==> config.mk <==
export PLATFORM = sky130hd
export DESIGN_NAME = playfair_digraph_cipher
export DESIGN_NICKNAME = d
export VERILOG_FILES = /design/src/design/pfdc_pkg.sv /design/src/design/pfdc_store.sv /design/src/design/playfair_digraph_cipher.sv
export SDC_FILE = /design/constraint.sdc
export NUM_CORES = 1
export LEC_CHECK = 0
export BUFFER_PORTS_ARGS = -buffer_cell sky130_fd_sc_hd__buf_2
export CAP_MARGIN = 20
export CORE_UTILIZATION = 57
export DETAILED_ROUTE_END_ITERATION = 16
export PLACE_DENSITY_LB_ADDON = 0.2
export SLEW_MARGIN = 20
export SYNTH_ARGS = -nofsm -noshare
export SYNTH_HDL_FRONTEND = slang
export SYNTH_SLANG_ARGS = --single-unit
==> constraint.sdc <==
create_clock -name clock -period 5.35 [get_ports clock]
set_clock_uncertainty 0.1 [all_clocks]
set_input_delay 1.07 -clock clock [delete_from_list [all_inputs] [get_ports clock]]
set_output_delay 1.07 -clock clock [all_outputs]
set_load 0.02 [all_outputs]
==> src/design/pfdc_pkg.sv <==
`timescale 1ns / 1ps
// ---------------------------------------------------------------------------
// pfdc_pkg: shared types and helpers for the Playfair digraph cipher
// Letter codes, function codes, square geometry and store port bundles.
// ---------------------------------------------------------------------------
package pfdc_pkg;

   localparam int LETTER_W = 5;
   localparam int CELL_W   = 5;
   localparam int ROW_W    = 3;
   localparam int SQ_DIM   = 5;
   localparam int SQ_CELLS = SQ_DIM * SQ_DIM;
   localparam int LETTERS  = 26;

   localparam logic [LETTER_W-1:0] CODE_I    = LETTER_W'(8);
   localparam logic [LETTER_W-1:0] CODE_J    = LETTER_W'(9);
   localparam logic [LETTER_W-1:0] CODE_Z    = LETTER_W'(25);
   localparam logic [ROW_W-1:0]    LAST_STEP = ROW_W'(SQ_DIM - 1);

   typedef enum logic [1:0] {
      FUNC_CLEAR = 2'd0,
      FUNC_ADD   = 2'd1,
      FUNC_ENC   = 2'd2,
      FUNC_DEC   = 2'd3
   } func_type;

   localparam logic STATUS_OK      = 1'b0;
   localparam logic STATUS_IGNORED = 1'b1;

   // one write places a letter in a cell and records the cell for the letter
   typedef struct packed {
      logic                en;
      logic [CELL_W-1:0]   cell_idx;
      logic [LETTER_W-1:0] letter;
   } store_wr_type;

   typedef struct packed {
      logic [LETTER_W-1:0] pos_letter_a;
      logic [LETTER_W-1:0] pos_letter_b;
      logic [CELL_W-1:0]   cell_a;
      logic [CELL_W-1:0]   cell_b;
   } store_rd_type;

   typedef struct packed {
      logic [CELL_W-1:0]   pos_a;
      logic [CELL_W-1:0]   pos_b;
      logic [LETTER_W-1:0] letter_a;
      logic [LETTER_W-1:0] letter_b;
   } store_data_type;

   // saturate to z, fold j into i
   function automatic logic [LETTER_W-1:0] fold_letter(logic [LETTER_W-1:0] v);
      logic [LETTER_W-1:0] c;
      c = (v > CODE_Z) ? CODE_Z : v;
      return (c == CODE_J) ? CODE_I : c;
   endfunction

   function automatic logic [ROW_W-1:0] cell_row(logic [CELL_W-1:0] idx);
      logic [ROW_W-1:0] r;
      if (idx >= CELL_W'(4 * SQ_DIM))      r = ROW_W'(4);
      else if (idx >= CELL_W'(3 * SQ_DIM)) r = ROW_W'(3);
      else if (idx >= CELL_W'(2 * SQ_DIM)) r = ROW_W'(2);
      else if (idx >= CELL_W'(SQ_DIM))     r = ROW_W'(1);
      else                                 r = ROW_W'(0);
      return r;
   endfunction

   function automatic logic [CELL_W-1:0] row_base(logic [ROW_W-1:0] row);
      return CELL_W'({row, 2'b00}) + CELL_W'(row);
   endfunction

   function automatic logic [ROW_W-1:0] cell_col(logic [CELL_W-1:0] idx);
      logic [CELL_W-1:0] d;
      d = idx - row_base(cell_row(idx));
      return d[ROW_W-1:0];
   endfunction

   function automatic logic [CELL_W-1:0] cell_index(logic [ROW_W-1:0] row,
                                                    logic [ROW_W-1:0] col);
      return row_base(row) + CELL_W'(col);
   endfunction

   // one step along a row or column with wrap: forward on encrypt
   function automatic logic [ROW_W-1:0] wrap_step(logic [ROW_W-1:0] x, logic fwd);
      logic [ROW_W-1:0] r;
      if (fwd) r = (x == LAST_STEP) ? '0 : x + ROW_W'(1);
      else     r = (x == '0) ? LAST_STEP : x - ROW_W'(1);
      return r;
   endfunction

endpackage

==> src/design/pfdc_store.sv <==
`timescale 1ns / 1ps
// ---------------------------------------------------------------------------
// pfdc_store: key square storage
// Cell memory (letter per cell) and position memory (cell per letter),
// one shared write port, two registered read ports on each.
// ---------------------------------------------------------------------------
module pfdc_store
   import pfdc_pkg::*;
(
   input  logic           clock,
   input  store_wr_type   wr,
   input  store_rd_type   rd,
   output store_data_type data
);

   logic [LETTER_W-1:0] cell_mem [SQ_CELLS];
   logic [CELL_W-1:0]   pos_mem  [LETTERS];
   store_data_type      data_ff;

   always_ff @(posedge clock) begin
      if (wr.en) begin
         cell_mem[wr.cell_idx] <= wr.letter;
         pos_mem[wr.letter]    <= wr.cell_idx;
      end
   end

   always_ff @(posedge clock) begin
      data_ff.pos_a    <= pos_mem[rd.pos_letter_a];
      data_ff.pos_b    <= pos_mem[rd.pos_letter_b];
      data_ff.letter_a <= cell_mem[rd.cell_a];
      data_ff.letter_b <= cell_mem[rd.cell_b];
   end

   assign data = data_ff;

endmodule

==> src/design/playfair_digraph_cipher.sv <==
`timescale 1ns / 1ps
// ---------------------------------------------------------------------------
// playfair_digraph_cipher: Playfair 5x5 key square cipher
// Builds a key square letter by letter and encrypts or decrypts letter pairs.
// ---------------------------------------------------------------------------
// Usage:
//   The req_ channel carries one word per command: req_func selects clear key,
//   add key letter, encrypt pair or decrypt pair; req_letter_a/req_letter_b
//   carry letter codes a=0 .. z=25 (j folds into i, codes above z read as z).
//   The rsp_ channel returns exactly one word per command: rsp_out_a and
//   rsp_out_b hold the cipher pair (zero for key commands), rsp_status flags a
//   key letter that was dropped as out of range, duplicate or square full.
//   Clear and add-key words are answered from the output register once they
//   are accepted. A cipher word on a sealed square passes through position
//   read, cell read, output load and result register.
//   The first cipher word after a key change first seals the square: the
//   sequencer walks all 26 letter codes, one per cycle, filling free cells in
//   order, before that word goes on to the position read.
//   req_ready is high only while the sequencer is idle and the output
//   register is empty or draining; key words can then flow one per cycle.
//   A stalled rsp_ready holds the result word and blocks further commands.
//   Reset empties the key square and the output register, like a clear key.
// ---------------------------------------------------------------------------
module playfair_digraph_cipher
   import pfdc_pkg::*;
(
   input  logic                clock,
   input  logic                reset,
   input  logic                req_valid,
   output logic                req_ready,
   input  logic [1:0]          req_func,
   input  logic [LETTER_W-1:0] req_letter_a,
   input  logic [LETTER_W-1:0] req_letter_b,
   output logic                rsp_valid,
   input  logic                rsp_ready,
   output logic [LETTER_W-1:0] rsp_out_a,
   output logic [LETTER_W-1:0] rsp_out_b,
   output logic                rsp_status
);

   typedef enum logic [4:0] {
      ST_IDLE = 5'b00001,
      ST_SEAL = 5'b00010,
      ST_POS  = 5'b00100,
      ST_MAP  = 5'b01000,
      ST_OUT  = 5'b10000
   } state_type;

   state_type           state_ff, state_in;
   logic [LETTERS-1:0]  used_ff, used_in;
   logic [CELL_W-1:0]   fill_ff, fill_in;       // next free cell
   logic                sealed_ff, sealed_in;
   logic [LETTER_W-1:0] scan_ff, scan_in;       // letter under test while sealing
   logic [LETTER_W-1:0] a_ff, a_in, b_ff, b_in;
   logic                fwd_ff, fwd_in;
   logic                rsp_valid_ff, rsp_valid_in;
   logic [LETTER_W-1:0] out_a_ff, out_a_in, out_b_ff, out_b_in;
   logic                status_ff, status_in;

   store_wr_type        wr;
   store_rd_type        rd;
   store_data_type      data;

   func_type            func;
   logic                rsp_free;
   logic                accept;
   logic [LETTER_W-1:0] key_letter;
   logic [ROW_W-1:0]    row_a, col_a, row_b, col_b;
   logic [CELL_W-1:0]   cell_a, cell_b;

   pfdc_store u_store (
      .clock (clock),
      .wr    (wr),
      .rd    (rd),
      .data  (data)
   );

   assign func       = func_type'(req_func);
   assign rsp_free   = !rsp_valid_ff || rsp_ready;
   assign req_ready  = (state_ff == ST_IDLE) && rsp_free;
   assign accept     = req_valid && req_ready;
   assign key_letter = fold_letter(req_letter_a);

   // map the pair positions to result cells
   always_comb begin
      row_a = cell_row(data.pos_a);
      col_a = cell_col(data.pos_a);
      row_b = cell_row(data.pos_b);
      col_b = cell_col(data.pos_b);
      priority if (row_a == row_b) begin
         cell_a = cell_index(row_a, wrap_step(col_a, fwd_ff));
         cell_b = cell_index(row_b, wrap_step(col_b, fwd_ff));
      end else if (col_a == col_b) begin
         cell_a = cell_index(wrap_step(row_a, fwd_ff), col_a);
         cell_b = cell_index(wrap_step(row_b, fwd_ff), col_b);
      end else begin
         cell_a = cell_index(row_a, col_b);
         cell_b = cell_index(row_b, col_a);
      end
   end

   // position memory follows the held pair; cell memory follows the mapping
   always_comb begin
      rd.pos_letter_a = a_ff;
      rd.pos_letter_b = b_ff;
      rd.cell_a       = cell_a;
      rd.cell_b       = cell_b;
   end

   always_comb begin
      state_in     = state_ff;
      used_in      = used_ff;
      fill_in      = fill_ff;
      sealed_in    = sealed_ff;
      scan_in      = scan_ff;
      a_in         = a_ff;
      b_in         = b_ff;
      fwd_in       = fwd_ff;
      rsp_valid_in = rsp_valid_ff && !rsp_ready;
      out_a_in     = out_a_ff;
      out_b_in     = out_b_ff;
      status_in    = status_ff;
      wr.en        = 1'b0;
      wr.cell_idx  = fill_ff;
      wr.letter    = key_letter;

      unique case (state_ff)
         ST_IDLE: begin
            if (accept) begin
               a_in   = fold_letter(req_letter_a);
               b_in   = fold_letter(req_letter_b);
               fwd_in = (func == FUNC_ENC);
               unique case (func)
                  FUNC_CLEAR: begin
                     used_in      = '0;
                     fill_in      = '0;
                     sealed_in    = 1'b0;
                     rsp_valid_in = 1'b1;
                     out_a_in     = '0;
                     out_b_in     = '0;
                     status_in    = STATUS_OK;
                  end
                  FUNC_ADD: begin
                     rsp_valid_in = 1'b1;
                     out_a_in     = '0;
                     out_b_in     = '0;
                     // drop out-of-range, duplicate or late key letters, or any on a full square
                     if (req_letter_a > CODE_Z || sealed_ff || used_ff[key_letter] ||
                         fill_ff >= CELL_W'(SQ_CELLS)) begin
                        status_in = STATUS_IGNORED;
                     end else begin
                        status_in           = STATUS_OK;
                        wr.en               = 1'b1;
                        used_in[key_letter] = 1'b1;
                        fill_in             = fill_ff + CELL_W'(1);
                     end
                  end
                  FUNC_ENC, FUNC_DEC: begin
                     scan_in  = '0;
                     state_in = sealed_ff ? ST_POS : ST_SEAL;
                  end
                  default: ;
               endcase
            end
         end
         ST_SEAL: begin
            wr.letter = scan_ff;
            if (scan_ff != CODE_J && !used_ff[scan_ff]) begin
               wr.en            = 1'b1;
               used_in[scan_ff] = 1'b1;
               fill_in          = fill_ff + CELL_W'(1);
            end
            scan_in = scan_ff + LETTER_W'(1);
            if (scan_ff == LETTER_W'(LETTERS - 1)) begin
               sealed_in = 1'b1;
               state_in  = ST_POS;
            end
         end
         ST_POS: begin
            state_in = ST_MAP;
         end
         ST_MAP: begin
            state_in = ST_OUT;
         end
         ST_OUT: begin
            // hold the looked-up pair until the output register is free
            if (rsp_free) begin
               rsp_valid_in = 1'b1;
               out_a_in     = data.letter_a;
               out_b_in     = data.letter_b;
               status_in    = STATUS_OK;
               state_in     = ST_IDLE;
            end
         end
         default: state_in = ST_IDLE;
      endcase
   end

   always_ff @(posedge clock) begin
      if (reset) begin
         state_ff     <= ST_IDLE;
         used_ff      <= '0;
         fill_ff      <= '0;
         sealed_ff    <= 1'b0;
         rsp_valid_ff <= 1'b0;
      end else begin
         state_ff     <= state_in;
         used_ff      <= used_in;
         fill_ff      <= fill_in;
         sealed_ff    <= sealed_in;
         rsp_valid_ff <= rsp_valid_in;
      end
   end

   always_ff @(posedge clock) begin
      scan_ff   <= scan_in;
      a_ff      <= a_in;
      b_ff      <= b_in;
      fwd_ff    <= fwd_in;
      out_a_ff  <= out_a_in;
      out_b_ff  <= out_b_in;
      status_ff <= status_in;
   end

   assign rsp_valid  = rsp_valid_ff;
   assign rsp_out_a  = out_a_ff;
   assign rsp_out_b  = out_b_ff;
   assign rsp_status = status_ff;

endmodule

Word level (Yosys, flattened, before mapping)
Memory sizes are Yosys's and may differ from the RTL's. A register that Yosys moved wholly into a read port is not among the register bits.
Cells that the tools add are included.
W data, S select, Z words.
{"block": "word_totals", "register_bits": 65, "ramBits": 255, "in_bits": 16, "out_inout_bits": 13, "elab_cells": 196, "memories": 2}
{"block": "op_classes", "addsub": 22, "order_cmp": 15, "eq_ne": 27, "muxes": 87, "bitwise_logic": 2, "n_reduce_logical": 29}
{"name": "u_store.pos_mem", "depth": 26, "word_bits": 5, "rd": 2, "rd_clocked_by_memory_dff": 2, "wr": 1, "line": "pfdc_store.sv:17", "text": "logic [CELL_W-1:0] pos_mem [LETTERS];"}
{"name": "u_store.cell_mem", "depth": 25, "word_bits": 5, "rd": 2, "rd_clocked_by_memory_dff": 2, "wr": 1, "line": "pfdc_store.sv:16", "text": "logic [LETTER_W-1:0] cell_mem [SQ_CELLS];"}
{"operator": "$mux W5", "n": 21}
{"operator": "$pmux W26 S2", "n": 2}
{"operator": "$mux W26", "n": 3}
{"operator": "$mux W3", "n": 21}
{"operator": "$or A26 B26 Y26", "n": 2}
{"operator": "$add A5 B3 Y5", "n": 10}
{"operator": "$pmux W5 S2", "n": 5}
{"operator": "$pmux W5 S5", "n": 1}
{"operator": "$mux W1", "n": 21}
{"operator": "$ge A5 B4 Y1 const B", "n": 4}
{"operator": "$reduce_and A4 Y1", "n": 4}
{"operator": "$eq A5 B4 Y1 const B", "n": 3}
{"operator": "$ge A5 B5 Y1 const B", "n": 3}
{"operator": "$add A3 B1 Y3 const B", "n": 4}
{"operator": "$eq A3 B3 Y1 const B", "n": 4}
{"operator": "$logic_not A3 Y1", "n": 4}
{"operator": "$lt A5 B6 Y1 const B", "n": 2}
{"operator": "$sub A3 B1 Y3 const B", "n": 4}
{"operator": "$add A5 B1 Y5 const B", "n": 2}
{"operator": "$bmux W1 S5", "n": 2}
{"operator": "$demux W1 S5", "n": 2}
{"operator": "$eq A5 B5 Y1 const B", "n": 2}
{"operator": "$ge A5 B1 Y1 const B", "n": 2}
{"operator": "$ge A5 B3 Y1 const B", "n": 2}
{"operator": "24 further kinds", "n": 52}

Depth between registers and ports, before layout
Gate-level depths: netlist (run 1).
{"block": "logic_depth", "word_depth": 14, "ltp_mapped": 26, "depth_no_buf": 24}

By module
From an unflattened synthesis (run 1), not the netlist that was laid out.
{"block": "hier_totals", "hier_cells": 1463, "area_unflattened_um2": 18271.3}
{"mod": "pfdc_store", "instances": 1, "cells_each": 805, "area_per_inst_um2": 12794.8, "seq_area_each_um2": 8057.7}
{"mod": "playfair_digraph_cipher", "instances": 1, "cells_each": 658, "area_per_inst_um2": 5476.5, "seq_area_each_um2": 1571.5}

Worst setup path after synthesis (run 1)
Ideal clock, no wire load.
{"block": "synth_timing", "path_kind": "register -> register", "start": "register u_store.data[12] (netlist name)", "end": "register u_store.data[3] (netlist name)", "setup_ns": 0.092, "arrival_time_ns": 4.951, "required_ns": 5.158, "setup_slack_ns": 0.207, "path_stages_with_launch": 21, "n_path_buf": 3, "synth_period_minus_slack_ns": 5.143, "cell_sequence": "dfxtp_1 nand2b_1 o22ai_1 inv_1 fa_1 or3_1 and2_1 clkbuf_1 ha_1 or2_2 a21oi_1 ha_1 fa_1 or2_2 nand2_1 buf_2 clkbuf_1 nand2_1 a32oi_1 o22ai_1 nor4_1"}
{"block": "synth_via", "elab_chain_len": 14, "elab_cells_between_ends": 35, "cone_classes": "add/sub (10); order compare (4); eq/ne (4); mux (15); reduce/logical (2)"}
{"item": "branches (longest 13 deep; another with $ge A5 B3 Y1)"}
{"item": "$mux W5 (*)", "line": "playfair_digraph_cipher.sv:90", "text": "priority if (row_a == row_b) begin"}
Mark *: on every way between the ends. The select of a mux whose other input is x is not followed.
A chain may end at the register's enable or synchronous reset.

Final worst setup path (run 1)
{"block": "layout_timing", "start": "register u_store.data[16] (netlist name)", "end": "register u_store.data[5] (netlist name)"}
{"block": "layout_via", "elab_chain_len": 14, "elab_cells_between_ends": 35, "cone_classes": "add/sub (10); order compare (4); eq/ne (4); mux (15); reduce/logical (2)"}
{"item": "branches (longest 13 deep; another with $ge A5 B3 Y1)"}
{"item": "$mux W5 (*)", "line": "playfair_digraph_cipher.sv:90"}
Marks and branches as above.

==> results of run 1 <==
cell usage in the layout (no fill, tap or decap), drive strengths merged, types with 14 or more instances in the layout:
cell type	count
mux4	77
clkinv	21
a211oi	23
o21ai	32
buf	97
ha	43
clkbuf	42
nor2b	20
nand2b	22
o22ai	21
nand3	21
mux2	19
nor2	137
a22o	14
inv	44
a32oi	20
edfxtp	282
xnor2	15
and2	19
nand2	157
dfxtp	58
a21oi	132
mux2i	75
stage by stage:
step	worst slack (ns)	TNS (ns)
floorplan	0.207	0
global placement	-0.187	-0.452
detailed placement	-0.336	-1.27
CTS	0.00246	0
global route	-0.0361	-0.0862
finish	0.267	0
report_power, final:
part	leakage (nW)	switching, mW	internal [mW]	total [mW]
Clock	0.566	1.07	1.38	2.45
Sequential	3.24	0.257	3.14	3.40
Combinational	3.67	4.84	3.28	8.13
Total	7.48	6.17	7.80	14.0
layer usage:
metal	global-route usage	up-vias
met3	0.0467	133
met5	0	-
li1	-	5814
met1	0.402	6430
met2	0.469	692
met4	0.0909	0
worst paths after layout:
| check | start | to | slack, ns | cells past startpoint |
|---|---|---|---|---|
| min | used_ff[9] | used_ff[9] | 0.36 | 2 |
| max | u_store.data[16] | u_store.data[5] | 0.27 | 21 |
| max reg2reg | u_store.data[16] | u_store.data[5] | 0.27 | 21 |
| min reg2reg | used_ff[9] | used_ff[9] | 0.36 | 2 |
repair_timing:
item,in CTS,in global routing
pin swaps,0,3
setup endpoints to repair,5,10
endpoints found under the hold margin,0,0
cloned,0,1
setup buffers,0,5
resized for setup,5,21
worst min-delay path, cell delays in order, from the launching register on:
cell and delay (ns):
dfxtp_1 0.31, inv_1 0.07, nor2_1 0.04
kinds of logic (layout without fill, tap and decap cells):
group / count (synthesis) / after routing / synth area share
simple gates: 450 / 450 / 0.116
flops: 340 / 340 / 0.530
compound gates: 327 / 327 / 0.120
mux: 171 / 171 / 0.149
buf+inv: 136 / 208 / 0.0326
fa+ha+maj: 53 / 53 / 0.0406
xor+xnor: 26 / 26 / 0.0125
registers in the layout, indices dropped and copies added (netlist names), 5 cells and up:
signal / cells
rsp_out_a: 5
u_store.pos_mem: 130
fill_ff: 5
rsp_out_b: 5
u_store.cell_mem: 125
u_store.data: 20
a_ff: 5
used_ff: 26
state_ff: 5
scan_ff: 5
b_ff: 5
final cells by class:
cell class,count,share of cell area
Sequential cell,340,0.475
Multi-Input combinational cell,1027,0.398
Clock buffer,41,0.0464
Timing Repair Buffer,98,0.0368
Tap cell,402,0.0248
Clock inverter,26,0.0106
Inverter,43,0.00796
==> flow_summary.json, run 1 <==
{
  "status": "finished, final reports clean",
  "design_area_mm2": 0.0203,
  "place.gp.congestion": 0.972,
  "yosysSeqAreaShare": 0.530,
  "async_flop_share": 0,
  "synth_common_cells": "282 x edfxtp_1, 157 x nand2_1, 137 x nor2_1",
  "grt_pass1_wl_um": 73200,
  "seqCellArea_mm2": 0.00964,
  "vias": 13069,
  "fin_util": 0.644,
  "clk_path_buf_depth": 3,
  "drc": 0,
  "dieWidth_um": 181,
  "crit_fanout": 15,
  "hold_class": "flip-flop to flip-flop",
  "top_layer_used": "met4",
  "synth_edf_count": 282,
  "max_stage_delay_ns": 0.64,
  "synth_flop_cell": "edfxtp_1",
  "cpMaxStageDelayCell": "fa_2",
  "stdcell_count": 1977,
  "multi_input_area_mm2": 0.00807,
  "drv_cap": 0,
  "nets": 1616,
  "antennaDiodeCount": 0,
  "hpwl_um": 31400,
  "arrival_ns": 5.39,
  "synthesis.nets": 1572,
  "cts_sinks": 340,
  "path_class": "flip-flop to flip-flop",
  "yosys_warnings": 0,
  "grt_max_degree": 55,
  "place_inst": 1904,
  "path_delay_family": "simple AND/OR/NAND/NOR gates",
  "fillers": 2357,
  "drive_gt1_frac": 0.189,
  "tritoncts": "built",
  "power.density_mw_per_mm2": 689,
  "synth_area_mm2": 0.0182,
  "num_rows": 65,
  "cts-buffers-inserted": 37,
  "avgRoutedWirePerCell_um": 23.7,
  "avgViaCountPerCell": 6.61,
  "wl_met3_um": 3940,
  "syn_area_per_cell_um2": 12.1,
  "synth_top_area_share": 0.466,
  "postRouteAntennaNets": 0,
  "peakVddDrop_mv": 0.518,
  "path_buf_inv": 4,
  "start_util": 0.577,
  "worstSetupEndpointType": "flip-flop",
  "netlist-cell-type-count": 83,
  "p_leak_nw": 7.48,
  "synth_cells": 1503,
  "portBuffers": 28,
  "dieArea_mm2": 0.0326,
  "postCtsHoldBufs": 0,
  "dr.pass1.iters": 5,
  "worst_slew_pin_slew_ns": 1.03,
  "finalHoldViolations": 0,
  "routed_wl_um": 46900,
  "grt_util_all_layers": 0.289,
  "finalCriticalPeriod_ns": 5.08,
  "whs_ns": 0.362,
  "routedLengthMet1_um": 19200,
  "antenna_found_initial": 0,
  "grt_overflow": 0,
  "htree_num_levels": 2,
  "cp_cell_sequence": "nor2_1 > o21ai_0 > a221o_1 > nand2_1 > inv_1 > ha_1 > inv_1 > fa_2 > inv_1 > ha_1 > or3_1 > a21oi_1 > a21oi_1 > ha_1 > xnor2_1 > nor2_1 > a21oi_4 > buf_4 > or3b_1 > o22ai_1 > and4b_1",
  "design.core.area_mm2": 0.0315,
  "area_growth_pct": 11.6,
  "finalSetupViolCount": 0,
  "cts-root-buf": "clkbuf_16",
  "wl_met2_um": 22400,
  "clkSlewWorstSetupHoldPaths_ns": 0.06,
  "die_y_um": 181,
  "placedInstanceArea_mm2": 0.0189,
  "grt_pass1_vias": 12667,
  "slew_violations": 0,
  "max_slew_margin": 0.314,
  "io_pins": 29,
  "fin_crit_sh": 0.950,
  "finalPower_mw": 14.0,
  "timing.critical_path.from_type": "flip-flop",
  "first_iter_violations": 1453,
  "synth.most_common_cell": "edfxtp_1",
  "cp_data_required_time_ns": 5.65,
  "synth-seq-cells": 340,
  "fmax_mhz": 197,
  "synth_area_leaders": "edfxtp_1 47%, mux4_2 9.5%, dfxtp_1 6.4%",
  "synth_top_area_cell": "edfxtp_1",
  "clkLatencyLatePin_ns": 0.53
}
Power figures use the tool's default switching activity.
==> run 2, diff against run 1 <==
- MAX_ROUTING_LAYER: default -> met4
==> flow_summary.json, run 2 (synthesis gave the netlist of run 1 again) <==
{
  "multi_input_area_mm2": 0.00809,
  "path_class": "flip-flop to flip-flop",
  "cp_data_required_time_ns": 5.73,
  "rsz0062_at_grt": "yes",
  "timing.critical_path.from_type": "flip-flop",
  "dieArea_mm2": 0.0326,
  "min_from": "used_ff[9]",
  "num_rows": 65,
  "portBuffers": 28,
  "whs_ns": 0.370,
  "finalPower_mw": 14.0,
  "hpwl_um": 30900,
  "fillers": 2352,
  "place_inst": 1903,
  "regMostFlops": "u_store.pos_mem",
  "crit_fanout": 7,
  "grt_pass1_vias": 12565,
  "whs_path_depth": 2,
  "finalHoldViolations": 0,
  "nets": 1614,
  "reg2reg_slack_ns": 0.25,
  "dr.pass1.iters": 5,
  "hold_class": "flip-flop to flip-flop",
  "power.density_mw_per_mm2": 686,
  "status": "finished, final reports clean",
  "max_slew_margin": 0.267,
  "postCtsHoldBufs": 0,
  "grt_util_all_layers": 0.296,
  "worstHoldEndpoint": "used_ff[9]",
  "first_iter_violations": 1421,
  "r2r-end": "u_store.data[9]",
  "avgViaCountPerCell": 6.59,
  "met2_usage": 0.458,
  "met3_usage": 0.0525,
  "cts-root-buf": "clkbuf_16",
  "cts_sinks": 340,
  "arrival_ns": 5.48,
  "r2r_cells": 21,
  "peakVddDrop_mv": 0.507,
  "drv_cap": 0,
  "grt_overflow": 0,
  "drc": 0,
  "p_leak_nw": 7.51,
  "finalCriticalPeriod_ns": 5.10,
  "postRouteAntennaNets": 0,
  "fin_crit_sh": 0.954,
  "grt_pass1_wl_um": 71700,
  "gr-usage-met1": 0.391,
  "worstSetupEndpointType": "flip-flop",
  "fin_util": 0.647,
  "grt-busiest-layer": "met2",
  "final_cell_mix": "282 x edfxtp_1, 157 x nand2_1, 135 x nor2_1",
  "die_y_um": 181,
  "antenna_found_initial": 2,
  "design_area_mm2": 0.0204,
  "clk_path_buf_depth": 3,
  "io_pins": 29,
  "htree_num_levels": 2,
  "placedInstanceArea_mm2": 0.0189,
  "seqCellArea_mm2": 0.00963,
  "drive_gt1_frac": 0.193,
  "reg_top3": "u_store.pos_mem: 130 flops, u_store.cell_mem: 125 flops, used_ff: 26 flops",
  "place.gp.congestion": 0.941,
  "grt_max_degree": 55,
  "worst_slew_pin_slew_ns": 1.10,
  "clkSlewWorstSetupHoldPaths_ns": 0.06,
  "tritoncts": "built",
  "mostFrequentLayoutCell": "edfxtp_1",
  "area_growth_pct": 12.1,
  "finalSetupViolCount": 0,
  "start_util": 0.577,
  "cts-buffers-inserted": 38,
  "dieWidth_um": 181,
  "design.core.area_mm2": 0.0315,
  "slew_violations": 0,
  "stdcell_count": 1979,
  "r2r-start": "u_store.data[16]",
  "vias": 13040,
  "routed_wl_um": 46500,
  "avgRoutedWirePerCell_um": 23.5,
  "fmax_mhz": 196,
  "largest_reg_flops": 130,
  "clkLatencyLatePin_ns": 0.54
}
run 2: final cells by class:
type	count	area share
Antenna cell	2	0.000246
Inverter	43	0.00793
Clock buffer	41	0.0472
Timing Repair Buffer	95	0.0342
Clock inverter	29	0.0154
Sequential cell	340	0.473
Multi-Input combinational cell	1027	0.397
Tap cell	402	0.0247
run 2: worst max-delay path by stage:
stage	cells past startpoint	slack (ns)	end	startpoint
finish	21	0.25	u_store.data[9]	u_store.data[16]
global route	22	-0.003	u_store.data[0]	u_store.data[11]
CTS	22	0.008	u_store.data[5]	u_store.data[16]
floorplan	20	0.21	u_store.data[3]	u_store.data[12]
detailed placement	21	-0.33	u_store.data[9]	u_store.data[16]
global placement	21	-0.17	u_store.data[5]	u_store.data[16]
run 2: critical path, cell delays in order, from the launching register on:
cell and delay, ns:
dfxtp_2 0.40, nor2_1 0.06, o21ai_0 0.15, a221o_1 0.20, nand2_1 0.08, inv_1 0.17, ha_1 0.18, inv_1 0.05
fa_2 0.36, nor3_4 0.29, nor2_2 0.14, fa_1 0.61, inv_1 0.06, ha_1 0.29, a21o_1 0.17, a21oi_1 0.19
xnor2_1 0.09, or2_1 0.26, a31oi_4 0.32, and3b_1 0.30, a22oi_1 0.31, and4b_1 0.26
run 2: what timing repair did:
item,4_1_cts,5_1_grt
endpoints found under the setup margin,5,10
gates resized for setup,4,22
setup buffers,0,4
pin swaps,0,3
run 2: layer usage:
| layer | share of wire | vias up |
|---|---|---|
| li1 | - | 5811 |
| met1 | 0.40 | 6355 |
| met2 | 0.47 | 749 |
| met3 | 0.093 | 125 |
| met4 | 0.036 | 0 |
| met5 | 0 | - |
run 2: power breakdown:
part,internal [mW],switching [mW],total (mW),leakage [nW]
logic,3.20,4.72,7.93,3.66
clock network,1.56,1.10,2.66,0.620
registers,3.14,0.255,3.39,3.24
total,7.90,6.07,14.0,7.51
run 2: through the flow:
step	TNS [ns]	worst slack, ns
final	0	0.248
after global routing	-0.00605	-0.00306
after CTS	0	0.00798
after detailed placement	-1.20	-0.326
after global placement	-0.454	-0.171
after floorplan	0	0.207
